## src/rtl/gvk_pkg.sv

```systemverilog
// Package: item types, command codes and primitive kinds for vertex kick assembly
package gvk_pkg;

  // Register write commands
  typedef enum logic [3:0] {
    CMD_PRIM   = 4'd0,
    CMD_PRMODE = 4'd1,
    CMD_RGBAQ  = 4'd2,
    CMD_UV     = 4'd3,
    CMD_ST     = 4'd4,
    CMD_FOG    = 4'd5,
    CMD_XYZ2   = 4'd6,
    CMD_XYZ3   = 4'd7,
    CMD_XYZF2  = 4'd8,
    CMD_XYZF3  = 4'd9
  } cmd_e;

  // Primitive kinds from the low PRIM bits
  localparam logic [2:0] KIND_POINT      = 3'd0;
  localparam logic [2:0] KIND_LINE       = 3'd1;
  localparam logic [2:0] KIND_LINE_STRIP = 3'd2;
  localparam logic [2:0] KIND_TRI        = 3'd3;
  localparam logic [2:0] KIND_TRI_STRIP  = 3'd4;
  localparam logic [2:0] KIND_TRI_FAN    = 3'd5;
  localparam logic [2:0] KIND_SPRITE     = 3'd6;
  localparam logic [2:0] KIND_RESERVED   = 3'd7;

  localparam int          FOG_SHIFT = 56;
  localparam logic [63:0] POS_MASK  = 64'h00FF_FFFF_FFFF_FFFF;

  typedef struct packed {
    logic [3:0]  command;
    logic [63:0] data;
  } in_item_t;

  typedef struct packed {
    logic [63:0] vertex_position;
    logic [63:0] vertex_color_q;
    logic [63:0] vertex_uv;
    logic [63:0] vertex_st;
    logic [7:0]  vertex_fog;
    logic [10:0] prim_attributes;
    logic        last_vertex;
  } out_item_t;

  // One stored vertex
  typedef struct packed {
    logic [63:0] position;
    logic [63:0] color_q;
    logic [63:0] uv;
    logic [63:0] st;
    logic [7:0]  fog;
  } vertex_t;

  // One assembled triangle: vtx[0] goes out first, vtx[2] last
  typedef struct packed {
    vertex_t [2:0] vtx;
    logic [10:0]   attr;
  } tri_t;

  // Front to queue write side
  typedef struct packed {
    logic push;
    tri_t triangle;
  } q_wr_t;

endpackage

```

## src/rtl/gvk_front.sv

```systemverilog
// Front end: accepts register writes, keeps vertex slots, assembles triangles
module gvk_front (
  input  logic              clk,
  input  logic              rst_n,
  input  logic              in_valid,
  output logic              in_stall,
  input  gvk_pkg::in_item_t in_item,
  input  logic              cfg_valid,
  output logic              cfg_ready,
  input  logic              cfg_data,
  input  logic              q_full,
  output gvk_pkg::q_wr_t    q_wr
);
  import gvk_pkg::*;

  vertex_t [2:0] slot_r, slot_nxt, slot_w;
  logic [63:0]   cur_color_q_r, cur_color_q_nxt;
  logic [63:0]   cur_uv_r, cur_uv_nxt;
  logic [63:0]   cur_st_r, cur_st_nxt;
  logic [7:0]    cur_fog_r, cur_fog_nxt;
  logic [10:0]   prim_word_r, prim_word_nxt;
  logic [10:0]   prmode_word_r, prmode_word_nxt;
  logic [2:0]    prim_kind_r, prim_kind_nxt;
  logic [1:0]    vleft_r, vleft_nxt;
  logic          mode_r, mode_nxt;

  logic          accept, is_kick, kick, drawing, fogk, complete;
  logic [1:0]    s, vleft_dec;
  vertex_t       nv;
  cmd_e          cmd;

  assign in_stall  = q_full;
  assign cfg_ready = 1'b1;
  assign accept    = in_valid && !in_stall;
  assign cmd       = cmd_e'(in_item.command);

  // Kick decode
  always_comb begin
    is_kick = (cmd == CMD_XYZ2) || (cmd == CMD_XYZ3) ||
              (cmd == CMD_XYZF2) || (cmd == CMD_XYZF3);
    drawing = (cmd == CMD_XYZ2) || (cmd == CMD_XYZF2);
    fogk    = (cmd == CMD_XYZF2) || (cmd == CMD_XYZF3);
    kick    = accept && is_kick && (vleft_r != 2'd0);
    s         = (vleft_r == 2'd0) ? 2'd0 : vleft_r - 2'd1;
    vleft_dec = vleft_r - 2'd1;
    complete  = kick && (vleft_dec == 2'd0);
    nv.position = fogk ? (in_item.data & POS_MASK) : in_item.data;
    nv.fog      = fogk ? in_item.data[FOG_SHIFT +: 8] : cur_fog_r;
    nv.color_q  = cur_color_q_r;
    nv.uv       = cur_uv_r;
    nv.st       = cur_st_r;
  end

  // Next state
  always_comb begin
    slot_w          = slot_r;
    cur_color_q_nxt = cur_color_q_r;
    cur_uv_nxt      = cur_uv_r;
    cur_st_nxt      = cur_st_r;
    cur_fog_nxt     = cur_fog_r;
    prim_word_nxt   = prim_word_r;
    prmode_word_nxt = prmode_word_r;
    prim_kind_nxt   = prim_kind_r;
    vleft_nxt       = vleft_r;
    mode_nxt        = (cfg_valid && cfg_ready) ? cfg_data : mode_r;

    if (accept) begin
      unique case (cmd)
        CMD_PRIM: begin
          prim_word_nxt = in_item.data[10:0];
          prim_kind_nxt = in_item.data[2:0];
          unique case (in_item.data[2:0])
            KIND_POINT: vleft_nxt = 2'd1;
            KIND_LINE, KIND_LINE_STRIP, KIND_SPRITE: vleft_nxt = 2'd2;
            KIND_TRI, KIND_TRI_STRIP, KIND_TRI_FAN: vleft_nxt = 2'd3;
            KIND_RESERVED: vleft_nxt = vleft_r;
          endcase
        end
        CMD_PRMODE: prmode_word_nxt = in_item.data[10:0];
        CMD_RGBAQ:  cur_color_q_nxt = in_item.data;
        CMD_UV:     cur_uv_nxt = in_item.data;
        CMD_ST:     cur_st_nxt = in_item.data;
        CMD_FOG:    cur_fog_nxt = in_item.data[FOG_SHIFT +: 8];
        default: ;
      endcase
    end

    if (kick) begin
      slot_w[s] = nv;
      vleft_nxt = vleft_dec;
    end

    // Set completion: restart count and shift slots
    slot_nxt = slot_w;
    if (complete) begin
      unique case (prim_kind_r)
        KIND_POINT:  vleft_nxt = 2'd1;
        KIND_LINE:   vleft_nxt = 2'd2;
        KIND_LINE_STRIP: begin
          slot_nxt[1] = slot_w[0];
          vleft_nxt   = 2'd1;
        end
        KIND_TRI:    vleft_nxt = 2'd3;
        KIND_TRI_STRIP: begin
          slot_nxt[2] = slot_w[1];
          slot_nxt[1] = slot_w[0];
          vleft_nxt   = 2'd1;
        end
        KIND_TRI_FAN: begin
          slot_nxt[1] = slot_w[0];
          vleft_nxt   = 2'd1;
        end
        KIND_SPRITE: vleft_nxt = 2'd2;
        KIND_RESERVED: vleft_nxt = 2'd0;
      endcase
    end
  end

  // Triangle to the queue, oldest vertex first
  always_comb begin
    q_wr.push = complete && drawing &&
                ((prim_kind_r == KIND_TRI) || (prim_kind_r == KIND_TRI_STRIP) ||
                 (prim_kind_r == KIND_TRI_FAN));
    q_wr.triangle.vtx[0] = slot_w[2];
    q_wr.triangle.vtx[1] = slot_w[1];
    q_wr.triangle.vtx[2] = slot_w[0];
    q_wr.triangle.attr   = mode_r ? prim_word_r : prmode_word_r;
  end

  always_ff @(posedge clk) begin
    if (!rst_n) begin
      slot_r        <= '0;
      cur_color_q_r <= '0;
      cur_uv_r      <= '0;
      cur_st_r      <= '0;
      cur_fog_r     <= '0;
      prim_word_r   <= '0;
      prmode_word_r <= '0;
      prim_kind_r   <= KIND_POINT;
      vleft_r       <= '0;
      mode_r        <= 1'b1;
    end else begin
      slot_r        <= slot_nxt;
      cur_color_q_r <= cur_color_q_nxt;
      cur_uv_r      <= cur_uv_nxt;
      cur_st_r      <= cur_st_nxt;
      cur_fog_r     <= cur_fog_nxt;
      prim_word_r   <= prim_word_nxt;
      prmode_word_r <= prmode_word_nxt;
      prim_kind_r   <= prim_kind_nxt;
      vleft_r       <= vleft_nxt;
      mode_r        <= mode_nxt;
    end
  end

endmodule

```

## src/rtl/gvk_queue.sv

```systemverilog
// Two-entry triangle queue between front and back
module gvk_queue (
  input  logic           clk,
  input  logic           rst_n,
  input  gvk_pkg::q_wr_t q_wr,
  output logic           q_full,
  output logic           q_valid,
  output gvk_pkg::tri_t  q_head,
  input  logic           q_pop
);
  import gvk_pkg::*;

  tri_t [1:0] ent_r, ent_nxt;
  logic       wr_idx;
  logic [1:0] count_r, count_nxt;

  assign q_full  = (count_r == 2'd2);
  assign q_valid = (count_r != 2'd0);
  assign q_head  = ent_r[0];

  // Entry 0 is the head; a pop moves entry 1 forward, a push fills the first free entry
  always_comb begin
    ent_nxt   = ent_r;
    wr_idx    = count_r[0] && !q_pop;
    count_nxt = count_r + {1'b0, q_wr.push} - {1'b0, q_pop};
    if (q_pop) begin
      ent_nxt[0] = ent_r[1];
    end
    if (q_wr.push) begin
      ent_nxt[wr_idx] = q_wr.triangle;
    end
  end

  always_ff @(posedge clk) begin
    ent_r <= ent_nxt;
  end

  always_ff @(posedge clk) begin
    if (!rst_n) begin
      count_r <= 2'd0;
    end else begin
      count_r <= count_nxt;
    end
  end

  a_no_overflow: assert property (@(posedge clk) disable iff (!rst_n)
    q_full |-> !q_wr.push) else $error("push into full triangle queue");
  a_no_underflow: assert property (@(posedge clk) disable iff (!rst_n)
    !q_valid |-> !q_pop) else $error("pop from empty triangle queue");
  a_count_range: assert property (@(posedge clk) disable iff (!rst_n)
    count_r != 2'd3) else $error("queue count out of range");

endmodule

```

## src/rtl/gvk_back.sv

```systemverilog
// Back end: sends each queued triangle out as three vertex items
module gvk_back (
  input  logic               clk,
  input  logic               rst_n,
  input  logic               q_valid,
  input  gvk_pkg::tri_t      q_head,
  output logic               q_pop,
  output logic               out_valid,
  input  logic               out_stall,
  output gvk_pkg::out_item_t out_item
);
  import gvk_pkg::*;

  logic       out_valid_r, out_valid_nxt;
  out_item_t  out_r, out_nxt;
  logic [1:0] idx_r, idx_nxt;
  logic       load;
  vertex_t    v;

  assign out_valid = out_valid_r;
  assign out_item  = out_r;

  // Load a queued vertex whenever the output is empty or taken
  always_comb begin
    load  = q_valid && (!out_valid_r || !out_stall);
    q_pop = load && (idx_r == 2'd2);
    unique case (idx_r)
      2'd0:    v = q_head.vtx[0];
      2'd1:    v = q_head.vtx[1];
      default: v = q_head.vtx[2];
    endcase
    out_nxt.vertex_position = v.position;
    out_nxt.vertex_color_q  = v.color_q;
    out_nxt.vertex_uv       = v.uv;
    out_nxt.vertex_st       = v.st;
    out_nxt.vertex_fog      = v.fog;
    out_nxt.prim_attributes = q_head.attr;
    out_nxt.last_vertex     = (idx_r == 2'd2);
    out_valid_nxt = load || (out_valid_r && out_stall);
    idx_nxt = idx_r;
    if (load) begin
      idx_nxt = (idx_r == 2'd2) ? 2'd0 : idx_r + 2'd1;
    end
  end

  always_ff @(posedge clk) begin
    if (load) begin
      out_r <= out_nxt;
    end
  end

  always_ff @(posedge clk) begin
    if (!rst_n) begin
      out_valid_r <= 1'b0;
      idx_r       <= 2'd0;
    end else begin
      out_valid_r <= out_valid_nxt;
      idx_r       <= idx_nxt;
    end
  end

  a_idx_range: assert property (@(posedge clk) disable iff (!rst_n)
    idx_r != 2'd3) else $error("vertex index out of range");
  a_last_on_pop: assert property (@(posedge clk) disable iff (!rst_n)
    q_pop |=> (out_valid_r && out_r.last_vertex))
    else $error("triangle popped without its last vertex shown");
  a_idx_moves_on_load: assert property (@(posedge clk) disable iff (!rst_n)
    !load |=> $stable(idx_r)) else $error("vertex index moved without a load");

endmodule

```

## src/rtl/gs_vertex_kick_primitive_assembly.sv

```systemverilog
// Top level: vertex kick and triangle strip/fan/list assembly
//
//  channel | direction | handshake        | payload
//  in_     | input     | in_valid/stall   | in_item (command, data)
//  out_    | output    | out_valid/stall  | out_item (vertex fields, attributes, last)
//  cfg_    | input     | cfg_valid/ready  | cfg_data (mode_from_prim)
//
// One register write is taken per cycle unless stalled; state updates in that cycle.
// Each drawn triangle goes through a two-entry queue and leaves as three items,
// one per cycle while out_stall is low.
// in_stall rises only while the triangle queue is full.
// Reset is synchronous, active low; all vertex slots and attributes clear to zero.
module gs_vertex_kick_primitive_assembly (
  input  logic               clk,
  input  logic               rst_n,
  input  logic               in_valid,
  output logic               in_stall,
  input  gvk_pkg::in_item_t  in_item,
  output logic               out_valid,
  input  logic               out_stall,
  output gvk_pkg::out_item_t out_item,
  input  logic               cfg_valid,
  output logic               cfg_ready,
  input  logic               cfg_data
);
  import gvk_pkg::*;

  q_wr_t q_wr;
  tri_t  q_head;
  logic  q_full, q_valid, q_pop;

  gvk_front u_front (
    .clk       (clk),
    .rst_n     (rst_n),
    .in_valid  (in_valid),
    .in_stall  (in_stall),
    .in_item   (in_item),
    .cfg_valid (cfg_valid),
    .cfg_ready (cfg_ready),
    .cfg_data  (cfg_data),
    .q_full    (q_full),
    .q_wr      (q_wr)
  );

  gvk_queue u_queue (
    .clk     (clk),
    .rst_n   (rst_n),
    .q_wr    (q_wr),
    .q_full  (q_full),
    .q_valid (q_valid),
    .q_head  (q_head),
    .q_pop   (q_pop)
  );

  gvk_back u_back (
    .clk       (clk),
    .rst_n     (rst_n),
    .q_valid   (q_valid),
    .q_head    (q_head),
    .q_pop     (q_pop),
    .out_valid (out_valid),
    .out_stall (out_stall),
    .out_item  (out_item)
  );

endmodule

```

## config.mk

```make
export PLATFORM = sky130hd
export DESIGN_NAME = gs_vertex_kick_primitive_assembly
export DESIGN_NICKNAME = d
export VERILOG_FILES = /design/src/rtl/gvk_pkg.sv /design/src/rtl/gvk_front.sv /design/src/rtl/gvk_queue.sv /design/src/rtl/gvk_back.sv /design/src/rtl/gs_vertex_kick_primitive_assembly.sv
export SDC_FILE = /design/constraint.sdc
export NUM_CORES = 2
export LEC_CHECK = 0
export ABC_AREA = 0
export BUFFER_PORTS_ARGS = -buffer_cell sky130_fd_sc_hd__buf_2
export CELL_PAD_IN_SITES_DETAIL_PLACEMENT = 1
export CELL_PAD_IN_SITES_GLOBAL_PLACEMENT = 1
export CORE_ASPECT_RATIO = 1.5
export CORE_MARGIN = 2
export CORE_UTILIZATION = 51
export DETAILED_ROUTE_END_ITERATION = 6
export MAX_ROUTING_LAYER = met4
export PLACE_DENSITY = 0.83
export SLEW_MARGIN = 30
export SYNTH_ARGS = -nofsm -noshare
export SYNTH_HDL_FRONTEND = slang
export SYNTH_HIERARCHICAL = 1
export SYNTH_SLANG_ARGS = --single-unit
```

## constraint.sdc

```tcl
create_clock -name clk -period 42.8 [get_ports clk]
set_input_delay 4.28 -clock clk [delete_from_list [all_inputs] [get_ports clk]]
set_output_delay 4.28 -clock clk [all_outputs]
set_load 0.005 [all_outputs]
```

== Word-level counts from Yosys, hierarchy flattened ==
Cells that the tools add are included.

* Add/sub/neg operators: 4
* Order comparisons: 4
* Eq/ne operators: 27
* Mux-type cells: 24
* Reductions and logical operators: 47

{| class="wikitable"
|+ Operators with widths
! kind !! number
|-
| two-way mux 803 bit || 3
|-
| bitwise mux 1606 bit || 1
|-
| demux 803 bit (select 1 bit) || 1
|-
| bitwise mux 792 bit || 1
|-
| two-way mux 264 bit || 3
|-
| two-way mux 792 bit || 1
|-
| demux 264 bit (select 2 bit) || 1
|-
| two-way mux 528 bit || 1
|-
| one-hot mux 264 bit (2 select lines) || 1
|-
| two-way mux 64 bit || 1
|-
| == test 3 bit (second input constant) || 8
|-
| == test 4 x 3 -> 1 bit (second input constant) || 4
|-
| == test 3 x 2 -> 1 bit (second input constant) || 4
|-
| logical AND 1 bit || 12
|-
| two-way mux 2 bit || 6
|-
| AND reduction 2 bit || 6
|-
| two-way mux 11 bit || 1
|-
| logical OR 1 bit || 9
|-
| OR reduction 3 bit || 3
|-
| == test 4 x 2 -> 1 bit (second input constant) || 2
|-
| == test 4 bit (second input constant) || 2
|-
| two-way mux 8 bit || 1
|-
| one-hot mux 2 bit (4 select lines) || 1
|-
| == test 3 x 1 -> 1 bit (second input constant) || 2
|-
| other kinds (22) || 31
|}

* Bits in registers: 2907
* Input bits: 74
* Output and inout port bits: 279
* Word-level logic and storage cells: 172

== Depth between registers and ports, before layout ==
* Word-level depth: 12
* Mapped depth: 14
* Depth with buffers taken out: 9

== Hierarchy ==
Netlist, hierarchy kept.

{| class="wikitable"
|+ By module, submodules not included
! module !! times used !! cells each !! area each (um^2) !! seq. area each (um^2)
|-
| gvk_queue || 1 || 4208 || 65726.8 || 40228.6
|-
| gvk_front || 1 || 4741 || 44152.3 || 20359.5
|-
| gvk_back || 1 || 1171 || 13925.9 || 8348.0
|}

== Least setup slack after synthesis ==
OpenSTA, ideal clock, no wires.

* Kind: input port to flip-flop
* Start: input port out_stall
* End: register u_queue/ent_r[1000] (netlist bit), enable pin
* Library setup time: 3.757 ns
* Arrival time: 27.335 ns
* Required time: 39.043 ns
* Slack: 11.708 ns
* Stages on the path: 8
* Path buffers: 3
* Cells stage by stage: a21boi_1 -> and2_1 -> buf_4 -> buf_6 -> buf_6 -> inv_1 -> ha_1 -> and2_1

{| class="wikitable"
|+ RTL lines
! element !! line !! RTL
|-
| start: declaration || gs_vertex_kick_primitive_assembly.sv:20 || <nowiki>input logic out_stall,</nowiki>
|-
| end signal: assignment || gvk_queue.sv:35 || <nowiki>ent_r <= ent_nxt;</nowiki>
|-
| end: declaration || gvk_queue.sv:13 || <nowiki>tri_t [1:0] ent_r, ent_nxt;</nowiki>
|}

==> metrics list <==
* Flop and latch count out of synthesis: 2904
- Die area: 0.247 mm²
- The count of final max-slew check failures was 0.
- Wire length of the first global-routing pass: 496000 µm
* Setup repair after global routing missed its margin: no
- Share of async-settable or async-resettable flops after synthesis: 0%
- Power spread over the standard cell area amounts to 42.2 mW/mm².
- For this run, the post-layout net count is 9288.
* CP dominant cell by count: sky130_fd_sc_hd__buf_4
- Fraction of final layout cells sized beyond drive strength 1: 23.1%
* Ratio of final minimum period to clock period: 22.8%
* Met2 WL post-DR: 169000 µm
* Setup slack after layout: 33060 ps
* DRT antenna net count: 0
* Final std cell area, no fill: 0.129 mm²
- Maximum VDD drop: 0.0314 mV
- The initialized floorplan defines 221 standard-cell rows.
- For this design, the CTS-stage hold fixing added 0 buffers.
- CP delay by family, top: buffers and inverters
- Counting I/O delays and the setup requirement, the final critical path takes 9740 ps.
- Fraction of the yosys area taken by sequential cells: 55.7%
- Yosys attributes the largest share of cell area to sky130_fd_sc_hd__dfxtp_1 30%, sky130_fd_sc_hd__edfxtp_1 26%, sky130_fd_sc_hd__mux2_2 9.7%, sky130_fd_sc_hd__mux2i_1 8.6%, sky130_fd_sc_hd__buf_4 6.6%.
- Switching Fraction: 21.3%
- Port buffering added 351 buffers.
- After the first detailed-routing iteration, the DRC count stood at 4459.
- Combinational fraction of design power: 1.5%
* Met3 Wirelength: 17000 µm
* GR Overflow Total: 0
* Initial Util: 51.3%
- Result of the run: finished, final reports clean
- List of cells traversed by the critical path: buf_2 -> nor3b_4 -> o21ai_0 -> a211oi_1 -> and2_4 -> buf_6 -> buf_12 -> buf_16 -> buf_4 -> buf_4
- Clock Path Buffers: 4
- Counting every instance in the synthesized netlist gives 10.1k.
- Post-DR wirelength/cell: 26.6 µm
- In this run the standard cell core region covers 0.241 mm².
- The H-tree generated during clock tree synthesis spans 5 levels.
- Top-level port count: 353
- Setup repair bufs after CTS: 0
* Worst Path Required: 43280 ps
- Prior to clock tree synthesis, the placed netlist has a worst setup slack of 31850 ps.
- Number of nets in the synthesized netlist: 10.2k
* Post-Place Cell Area: 0.119 mm²
- Synth top area share: 29.5%
- In the global route stage, overall resource usage came out at 27.4%.
* Yosys warning total: 6
* Via count of the first global-routing pass: 78.6k
* Total wirelength of the detailed-routed design: 337000 µm
- The clock drives 2904 sinks.
* Count of cell types in the netlist: 48
- Netlist Area Pre-Place: 0.124 mm²
* Maximum achievable frequency: 0.103 GHz
* Predominant post-synthesis flop cell: sky130_fd_sc_hd__dfxtp_1
- Using the TritonRoute via totals, the vias-per-cell ratio works out to 5.63.
- Element type at the critical path end: flip-flop
- Clock root buffer master: sky130_fd_sc_hd__clkbuf_16
* Critical path data arrival time: 10220 ps
- Final hold violation count: 0
- Summed over all instances, the cell type with the most area after synthesis is sky130_fd_sc_hd__dfxtp_1.
- Width of the die: 406 µm
- TritonCTS built the clock tree.
- Largest incremental delay on the critical path: 870 ps
* Remaining design rule violation count: 0
- Count of maximum capacitance violations: 0
- Max Used Layer: met4
- In this run the static leakage power is 57.1 nW.
- Pin count of the biggest net entering global routing: 170
- The critical path is of the primary input to flip-flop type.
- Vias after detailed routing: 71.5k
- Between clock sinks in the finished design, the worst skew comes to 34.5 ps.
- The congestion estimate from routability-driven global placement came to 0.790.
- Clock-pin slew was measured on the worst setup and hold paths at 60 ps.
- After routing, the total negative slack on setup checks comes to 0 ps.
- By count the netlist is led by 1825 x sky130_fd_sc_hd__dfxtp_1, 1089 x sky130_fd_sc_hd__buf_4, 1079 x sky130_fd_sc_hd__edfxtp_1, 1067 x sky130_fd_sc_hd__mux2_2, 1060 x sky130_fd_sc_hd__mux2i_1.
* Initial antenna violation count: 45
- Source-to-sink clock delay at the later pin of the worst-skew pair: 860 ps
- Number of enable-type register cells in the synthesized netlist: 1079
* Syn Area/Cell: 12.2 µm²
- After clock tree synthesis, the repair step resized 0 gates.
- The area growth from synthesis to layout is 3.93%.
- The min-delay analysis places its worst path in the category flip-flop to flip-flop.
* Type of origin of the critical path: primary input
- Buffers inserted during clock tree synthesis total 283.
- Switching component of the power: 0.00116 W
- Worst Path Buf+Inv: 6
* Slew of the pin with the lowest slew margin: 1180 ps
- DIE HEIGHT: 607 µm
* Relative slew slack: 21.5%
* Peak fanout along the critical path: 106
- Pint: 0.00427 W
- Among all stages on the critical path, the largest delay is contributed by sky130_fd_sc_hd__buf_4.
- Setup violations remaining at the end of the flow were counted as 0.
* Cell with the most instances after synthesis: sky130_fd_sc_hd__dfxtp_1
* WL met1: 135000 µm
- HPWL reported at the end of detailed placement: 193000 µm
* Sequential group share of total power: 52.5%
* Clock share of power: 46.0%
- Detailed-router iteration count before antenna repair: 5
layer usage:
metal  vias to the layer above  GRT usage, %
met4                         0          12.6
li1                      32000             -
met2                      1951          46.3
met5                         -             -
met3                       654          3.66
met1                     36800          32.4
state kept, by name, summed over array words and instances, names as in the netlist:
name / flops
u_front/vleft_r: 2
u_front/cur_color_q_r: 64
u_front/cur_uv_r: 64
u_back/out_valid: 1
u_queue/count_r: 2
u_front/cur_fog_r: 8
u_front/mode_r: 1
u_queue/q_head: 803
u_back/idx_r: 2
u_queue/ent_r: 803
u_front/prim_word_r: 11
u_back/out_item: 276
u_front/cur_st_r: 64
u_front/slot_r: 792
u_front/prmode_word_r: 11
cells by family after synthesis:
logic type,after synthesis,share of synthesized area (%)
AO/OA/AOI/OAI,1035,5.79
XOR/XNOR,1,0.0182
adder cells (fa/ha/maj),9,0.0910
buffers and inverters,2459,11.8
flip-flops,2904,55.7
multiplexers,2686,23.4
other,1,0.00303
AND/OR/NAND/NOR,1025,3.26
path summary, 6_finish.rpt:
path | depth (start not counted) | to | startpoint | slack (ps)
hold reg to reg | 0 | u_back/out_item[6]$_DFFE_PP_ | u_queue/q_head[5]$_DFF_P_ | 430
setup / recovery | 10 | u_queue/ent_r[1453]$_DFFE_PP_ | in_item[67] | 33060
setup reg to reg | 11 | u_queue/ent_r[1453]$_DFFE_PP_ | u_front/vleft_r[0]$_SDFFE_PN0P_ | 36220
hold / removal | 0 | u_back/out_item[6]$_DFFE_PP_ | u_queue/q_head[5]$_DFF_P_ | 430
worst reg2reg max path: stages, from the launching register on:
cell	delay, ps
sky130_fd_sc_hd__dfxtp_1	470
sky130_fd_sc_hd__inv_1	140
sky130_fd_sc_hd__ha_1	310
sky130_fd_sc_hd__nor4bb_1	300
sky130_fd_sc_hd__o21ai_0	300
sky130_fd_sc_hd__a211oi_1	590
sky130_fd_sc_hd__and2_4	630
sky130_fd_sc_hd__buf_6	670
sky130_fd_sc_hd__buf_12	390
sky130_fd_sc_hd__buf_16	420
sky130_fd_sc_hd__buf_4	1030
sky130_fd_sc_hd__buf_4	910
power groups by stage:
stage | logic, W | registers, W | clock network (W)
after floorplan | 0.0000332 | 0.00291 | 0
after global placement | 0.0000775 | 0.00291 | 0
after detailed placement | 0.0000789 | 0.00291 | 0
after CTS | 0.0000794 | 0.00285 | 0.00255
after global routing | 0.0000812 | 0.00285 | 0.00265
final | 0.0000813 | 0.00285 | 0.00250
stage by stage:
step           instances  total power [W]  util [%]  hold WS (ps)
6_report           12700          0.00543      53.3           428
5_1_grt            12700          0.00557      53.3           440
4_1_cts            12700          0.00547      53.2           432
3_5_place_dp       12100          0.00299      49.4           415
3_3_place_gp       12100          0.00299      49.3           419
2_1_floorplan      10100          0.00294         -           433
area by class of cell:
class / count / area [µm²]
Fill cell: 24100 / 113000
Clock buffer: 397 / 8170
Tap cell: 3233 / 4050
Antenna cell: 19 / 47.5
Clock inverter: 115 / 963
Inverter: 800 / 3010
Sequential cell: 2904 / 68900
Multi-Input combinational cell: 4757 / 40400
Timing Repair Buffer: 459 / 3080
placed cells by master, fill, tap and decap left out, drive strengths merged, types with 2 or more instances in the layout:
master,synthesis,layout
dfxtp,1825,1825
nand2b,3,3
edfxtp,1079,1079
bufinv,0,12
nor2,266,266
clkinvlp,0,3
or3b,2,2
nor3b,3,3
clkinv,0,82
nand2,696,696
nor4bb,4,4
inv,800,818
ha,9,9
nor2b,5,5
or4b,2,2
diode,0,19
and2,12,12
o22ai,528,528
a21oi,226,226
a211oi,3,3
nand3b,4,4
mux2,1626,1626
clkbuf,219,397
buf,1440,459
o21ai,270,270
mux2i,1060,1060
nand3,21,21
Power figures use the tool's default switching activity.
